===== config.mk =====
export PLATFORM = sky130hd
export DESIGN_NAME = pbpw_ctrl
export DESIGN_NICKNAME = d
export VERILOG_FILES = /design/src/design/pbpw_pkg.sv /design/src/design/pbpw_ctrl.sv
export VERILOG_INCLUDE_DIRS = /design/src /design/src/design
export SDC_FILE = /design/constraint.sdc
export NUM_CORES = 1
export LEC_CHECK = 0
export BUFFER_PORTS_ARGS = -buffer_cell sky130_fd_sc_hd__buf_2
export CAP_MARGIN = 0
export CORE_AREA = 2 2 39 41
export DETAILED_ROUTE_END_ITERATION = 8
export DIE_AREA = 0 0 41 43
export PLACE_DENSITY_LB_ADDON = 0.2
export REMOVE_ABC_BUFFERS = 1
export SLEW_MARGIN = 10
export SYNTH_ARGS = -nofsm -noshare
export SYNTH_HDL_FRONTEND = slang
export SYNTH_SLANG_ARGS = --single-unit

===== constraint.sdc =====
create_clock -name clk_i -period 1.1 [get_ports clk_i]
set_input_delay 0.22 -clock clk_i [delete_from_list [all_inputs] [get_ports clk_i]]
set_output_delay 0.22 -clock clk_i [all_outputs]
set_load 0.03 [all_outputs]

===== src/design/packed_bitmap_pixel_writer_assert.svh =====
// Assertion macros shared by the pixel writer RTL.
`ifndef PACKED_BITMAP_PIXEL_WRITER_ASSERT_SVH
`define PACKED_BITMAP_PIXEL_WRITER_ASSERT_SVH

// Same-cycle implication, disabled while reset is asserted.
`define PBPW_ASSERT_IMPL(lbl, clk, rstn, ante, cons) \
  lbl: assert property (@(posedge clk) disable iff (!rstn) (ante) |-> (cons)) \
    else $error("pixel writer assertion failed");

// Next-cycle implication, disabled while reset is asserted.
`define PBPW_ASSERT_NEXT(lbl, clk, rstn, ante, cons) \
  lbl: assert property (@(posedge clk) disable iff (!rstn) (ante) |=> (cons)) \
    else $error("pixel writer assertion failed");

`endif


===== src/design/pbpw_pkg.sv =====
// Types, codes and constants shared by the packed bitmap pixel writer.
`timescale 1ns / 1ps
`default_nettype none

package pbpw_pkg;

  // Item kinds.
  localparam logic [1:0] KIND_PLOT  = 2'd0;
  localparam logic [1:0] KIND_CLEAR = 2'd1;
  localparam logic [1:0] KIND_READ  = 2'd2;

  // Draw modes.
  localparam logic [1:0] DRAW_SET   = 2'd0;
  localparam logic [1:0] DRAW_FLIP  = 2'd1;
  localparam logic [1:0] DRAW_CLEAR = 2'd2;

  // Configuration register indexes.
  localparam logic [2:0] REG_DRAW_MODE   = 3'd0;
  localparam logic [2:0] REG_PIXELS_PB   = 3'd1;
  localparam logic [2:0] REG_REVERSE     = 3'd2;
  localparam logic [2:0] REG_BYTES_PL    = 3'd3;
  localparam logic [2:0] REG_TOTAL_BYTES = 3'd4;
  localparam logic [2:0] REG_FILL_VALUE  = 3'd5;

  // Width of a computed plot address: 15-bit row times 13-bit pitch plus a byte column.
  localparam int PLOT_ADDR_W = 29;
  // Fraction bits of the reciprocal used for column / pixels_per_byte.
  localparam int QUOT_SHIFT  = 18;

  typedef logic [PLOT_ADDR_W-1:0] plot_addr_t;

  // One bit per pixel position inside a byte.
  localparam logic [7:0] BIT_MASK [8] = '{8'o001, 8'o002, 8'o004, 8'o010,
                                          8'o020, 8'o040, 8'o100, 8'o200};

  typedef struct packed {
    logic [1:0]  draw_mode;
    logic [3:0]  pixels_per_byte;
    logic        reverse_bits;
    logic [12:0] bytes_per_line;
    logic [16:0] total_bytes;
    logic [7:0]  fill_value;
  } cfg_t;

  typedef struct packed {
    logic capture;
    logic mul;
    logic div;
    logic check;
    logic ram_re;
    logic rmw_we;
    logic clear_start;
    logic clear_step;
    logic load_out;
  } ctrl_cmd_t;

  typedef struct packed {
    logic [1:0] kind;
    logic       oor;
    logic       clear_done;
  } dp_status_t;

  // floor(2^QUOT_SHIFT / ppb) for an effective ppb of 1 to 8.
  function automatic logic [18:0] ppb_recip(input logic [3:0] ppb);
    logic [18:0] r;
    case (ppb)
      4'd1:    r = 19'd262144;
      4'd2:    r = 19'd131072;
      4'd3:    r = 19'd87381;
      4'd4:    r = 19'd65536;
      4'd5:    r = 19'd52428;
      4'd6:    r = 19'd43690;
      4'd7:    r = 19'd37449;
      default: r = 19'd32768;
    endcase
    return r;
  endfunction

endpackage

`default_nettype wire


===== src/design/pbpw_ctrl.sv =====
// Controller state machine sequencing one item at a time.
`timescale 1ns / 1ps
`default_nettype none
`include "packed_bitmap_pixel_writer_assert.svh"

module pbpw_ctrl (
  input  wire logic                 clk_i,
  input  wire logic                 rst_ni,
  input  wire logic                 in_valid_i,
  output logic                      in_ready_o,
  output logic                      out_valid_o,
  input  wire logic                 out_ready_i,
  input  wire pbpw_pkg::dp_status_t status_i,
  output pbpw_pkg::ctrl_cmd_t       cmd_o
);

  localparam logic [2:0] S_IDLE  = 3'd0;
  localparam logic [2:0] S_MUL   = 3'd1;
  localparam logic [2:0] S_DIV   = 3'd2;
  localparam logic [2:0] S_CHECK = 3'd3;
  localparam logic [2:0] S_READ  = 3'd4;
  localparam logic [2:0] S_WRITE = 3'd5;
  localparam logic [2:0] S_CLEAR = 3'd6;
  localparam logic [2:0] S_RESP  = 3'd7;

  logic [2:0] state_q, state_d;
  logic       out_valid_q, out_valid_d;

  always_comb begin
    state_d = state_q;
    cmd_o   = '0;
    case (state_q)
      S_IDLE: begin
        if (in_valid_i) begin
          cmd_o.capture = 1'b1;
          state_d       = S_MUL;
        end
      end
      S_MUL: begin
        cmd_o.mul = 1'b1;
        state_d   = S_DIV;
      end
      S_DIV: begin
        cmd_o.div = 1'b1;
        state_d   = S_CHECK;
      end
      S_CHECK: begin
        cmd_o.check = 1'b1;
        if (status_i.kind == pbpw_pkg::KIND_CLEAR) begin
          cmd_o.clear_start = 1'b1;
          state_d           = S_CLEAR;
        end else if (status_i.kind == pbpw_pkg::KIND_PLOT ||
                     status_i.kind == pbpw_pkg::KIND_READ) begin
          state_d = S_READ;
        end else begin
          state_d = S_RESP;
        end
      end
      S_READ: begin
        if (status_i.oor) begin
          state_d = S_RESP;
        end else begin
          cmd_o.ram_re = 1'b1;
          state_d      = S_WRITE;
        end
      end
      S_WRITE: begin
        cmd_o.rmw_we = (status_i.kind == pbpw_pkg::KIND_PLOT);
        state_d      = S_RESP;
      end
      S_CLEAR: begin
        if (status_i.clear_done) begin
          state_d = S_RESP;
        end else begin
          cmd_o.clear_step = 1'b1;
        end
      end
      S_RESP: begin
        if (!out_valid_q || out_ready_i) begin
          cmd_o.load_out = 1'b1;
          state_d        = S_IDLE;
        end
      end
      default: begin
        state_d = S_IDLE;
      end
    endcase
  end

  always_comb begin
    if (cmd_o.load_out) begin
      out_valid_d = 1'b1;
    end else if (out_ready_i) begin
      out_valid_d = 1'b0;
    end else begin
      out_valid_d = out_valid_q;
    end
  end

  always_ff @(posedge clk_i or negedge rst_ni) begin
    if (!rst_ni) begin
      state_q     <= S_IDLE;
      out_valid_q <= 1'b0;
    end else begin
      state_q     <= state_d;
      out_valid_q <= out_valid_d;
    end
  end

  assign in_ready_o  = (state_q == S_IDLE);
  assign out_valid_o = out_valid_q;

  `PBPW_ASSERT_NEXT(a_busy_after_accept, clk_i, rst_ni, in_valid_i && in_ready_o, !in_ready_o)
  `PBPW_ASSERT_IMPL(a_write_states, clk_i, rst_ni, cmd_o.rmw_we || cmd_o.clear_step, state_q == S_WRITE || state_q == S_CLEAR)
  `PBPW_ASSERT_IMPL(a_no_overwrite, clk_i, rst_ni, cmd_o.load_out, !out_valid_q || out_ready_i)

endmodule

`default_nettype wire

==> impl_summary.md <==
Critical path
On the critical path, the stage with the largest delay is an instance of dfrtp_2. The buffers plus inverters on the worst setup path is 2. The cell type group with the largest total delay on the critical path is flip-flops. STA classifies the critical path endpoint as an output pin. The cell repeated most along the worst path is buf_6. The arrival time reported for the critical path endpoint is 1.25 ns. The worst endpoint required time is 0.88 ns. The critical path class is reg -> out. The largest incremental delay on the critical path is 0.45 ns. The signal on the critical path passes through buf_6 > nor3_4 > and2_4 > buf_6. The worst setup path is launched from a flop. The maximum fanout count along the critical path is 8.

Finish
The post-synthesis to final-layout area growth is 94.1%. 0 antenna diodes ended up in the layout. The ratio of cells with drive above 1 in the final layout is 68.8%. The number of fill cells in the layout is 151.

The final-stage net count is 74.

Logic synthesis
Summing the sequential cell areas from Yosys gives 33.6% of the chip area. By count the netlist is led by dfrtp_1 (4), nand2_1 (3), nor2_1 (3). In the post-synthesis netlist, the biggest area contributors are dfrtp_1 (34%), nor3b_1 (5.0%), and3b_4 (4.2%). The count of yosys warnings during synthesis is 0.

Of all flip-flops after synthesis, the portion carrying an async set or reset was 100%. The total of flip-flops plus latches after synthesis is 4. The number of synthesized flops with an enable pin is 0. For this run, the leading register cell type out of synthesis is dfrtp_1. The distinct cell type count of the synthesized netlist is 23. The synthesized area divided by synthesized cell count is 8.76 sq um. The largest total area in the synthesized netlist belongs to dfrtp_1. The most common cell in the synthesized netlist is dfrtp_1. The synthesized design devotes to its leading area cell type 33.6% of total area. In the synthesized netlist, the number of instances is 34. The area of the mapped netlist is 298 sq um.

Timing
The setup slack of the critical path after layout is -0.373 ns. Setup violations remaining at the end of the flow were counted as 12. The max-slew violation count is 0. The sum of negative setup slack is -3.44 ns. After layout, the minimum clock period comes to 1.47 ns. In the finished design, the share of the clock period the worst path needs comes to 134%. The final hold violation count came to 0.

Based on the critical path, the design can be clocked at up to 0.679 GHz. The tightest slew margin relative to the limit is 82.5%. Setup repair after global routing could not meet its margin everywhere. For the pin with the worst max-slew slack, the measured transition is 0.260 ns. The clock arrives with 0.00214 ns of skew.

Power
The power consumption is 0.00173 W. The analysis attributes to cell leakage a power of 0.271 nW. The power density normalized to cell area is 3000 mW/mm^2. The worst-case IR drop observed on VDD is 1040 uV.

Routing
The number of antenna-violating nets in the routed design is 0. The number of vias per cell after detailed routing is 4.40. In the routed design, unresolved DRC markers number 0. The routed wire length is 800 microns. The first detailed-routing pass ran for 4 iterations. The first-iteration detailed-routing DRC count is 14. The overall via count from detail_route is 352.

The average wire per standard cell is 10.0 microns.

Placed design
At the placement stage, the worst setup path has a slack of -0.233 ns. Detailed placement ended at an HPWL of 571 microns. During placement, the flow inserted port buffers numbering 18.

The congestion estimate from routability-driven global placement came to 0.633.

GRT
The residual overflow from global routing is 0. The global-route wire length before repair is 1290 microns. The initial antenna violation count is 0. The number of global-route vias before repair is 338. The layer carrying the most global-route usage is met2. The global-route track usage on met2 is 15.6%. For met1 alone, demand over resource in global routing was 13.7%.

The overall track demand over capacity in global routing is 10.8%. The met3 usage in global routing is 1.57%. The maximum number of pins on one net before global-route repair is 9.

Die
The number of top-level pins is 19. The die outline height is 43 microns. The total area inside the core boundary comes to 0.00138 sq mm. The die is 41 microns wide. The floorplan step defined a die boundary enclosing 0.00176 sq mm.

The number of standard-cell rows in the floorplan is 14. For this configuration, the core starts out at a cell density of 21.5%.

Clocking
The later-pin clock latency in the skew report is 0.23 ns. The buffer depth of the longest clock path is 2. CTS built an H-tree with a depth of 1. The total CTS buffers is 3.

The clock sink total is 4. After clock tree synthesis, the clock-pin slew on the worst setup and hold paths is 0.04 ns. TritonCTS built the clock tree. The CTS root buffer is clkbuf_4.

Run status
The final reports fail on setup timing. The flow ran to the end, but the final reports show violations.

Min path
The worst hold path class is in -> reg.

Run
The reported max-cap violation count is 0.
cell type report:
cell class | instances | area, sq um | area share, %
repair buffers | 31 | 239 | 41.3
well taps | 16 | 20.0 | 3.46
clock buffers | 3 | 22.5 | 3.90
flip-flops and latches | 4 | 104 | 18.0
multi-input cells | 26 | 193 | 33.3
cells by family after synthesis:
group	Yosys count	share of synthesized area (%)
AO/OA/AOI/OAI	5	11.3
buffers and inverters	4	9.66
flip-flops	4	33.6
AND/OR/NAND/NOR	21	45.4
worst paths after layout:
path,depth (start not counted),from,end,slack [ns]
worst max-delay path,4,state_q[1],cmd_o[8],-0.37
worst min-delay path,2,status_i[3],state_q[0],0.28
worst max register to register,4,state_q[0],state_q[0],-0.18
worst min register to register,3,out_valid_o,out_valid_o,0.63
max in group asynchronous,2,rst_ni,state_q[2],0.64
min in group asynchronous,2,rst_ni,out_valid_o,0.33
layout by cell type (no fill, tap or decap):
cell           instances
nand3b_1               1
dfrtp_2                3
dfrtp_1                1
nor3b_2                1
and4bb_2               1
nand3_1                1
clkbuf_4               3
and3b_4                1
buf_6                  7
buf_2                  9
nor2b_1                1
nand2_1                3
a21oi_2                1
buf_4                 14
o21bai_1               1
nor4b_1                1
nor3b_1                1
or2_2                  1
dlygate4sd3_1          1
a21oi_1                1
nor3_1                 2
nor4_1                 1
nor2_1                 3
nor3_4                 1
a31oi_2                1
nand2b_1               1
a32o_1                 1
and2_4                 1
through the flow:
| stage | instances | hold slack [ns] | util (%) | instance area [sq um] |
|---|---|---|---|---|
| floorplan | 30 | -0.0756 | - | 269 |
| global placement | 73 | 0.0292 | 32.3 | 447 |
| detailed placement | 73 | 0.0273 | 32.3 | 447 |
| CTS | 79 | 0.274 | 40.5 | 561 |
| global route | 80 | 0.277 | 41.8 | 578 |
| finish | 80 | 0.280 | 41.8 | 578 |
metal layers:
layer | share of wire (%) | vias to the layer above
met5 | 0 | -
met4 | 1.3 | 0
met3 | 5.8 | 2
met2 | 52 | 11
met1 | 41 | 159
li1 | - | 180
flip-flops by register name, indices dropped and copies added, names as in the netlist:
register	count
state_q	3
out_valid_o	1
where the power goes:
group / leakage [nW] / switching (W) / internal [W]
Clock: 0.0138 / 0.0000559 / 0.000122
Combinational: 0.214 / 0.000570 / 0.000627
Sequential: 0.0433 / 0.000123 / 0.000235
what timing repair did:
action	in CTS	in global routing
pin swaps	3	1
endpoints found under the setup margin	13	12
cloned	0	0
hold buffers	1	0
hold endpoints to repair	4	0
setup buffers	2	1
resized for setup	23	3
worst register-to-register path, cell delays in order, from the launching register on:
cell,delay [ns]
dfrtp_2,0.46
and4bb_2,0.34
buf_4,0.11
a31oi_2,0.03
a32o_1,0.22
No activity file was read; power rests on OpenSTA's default activity.
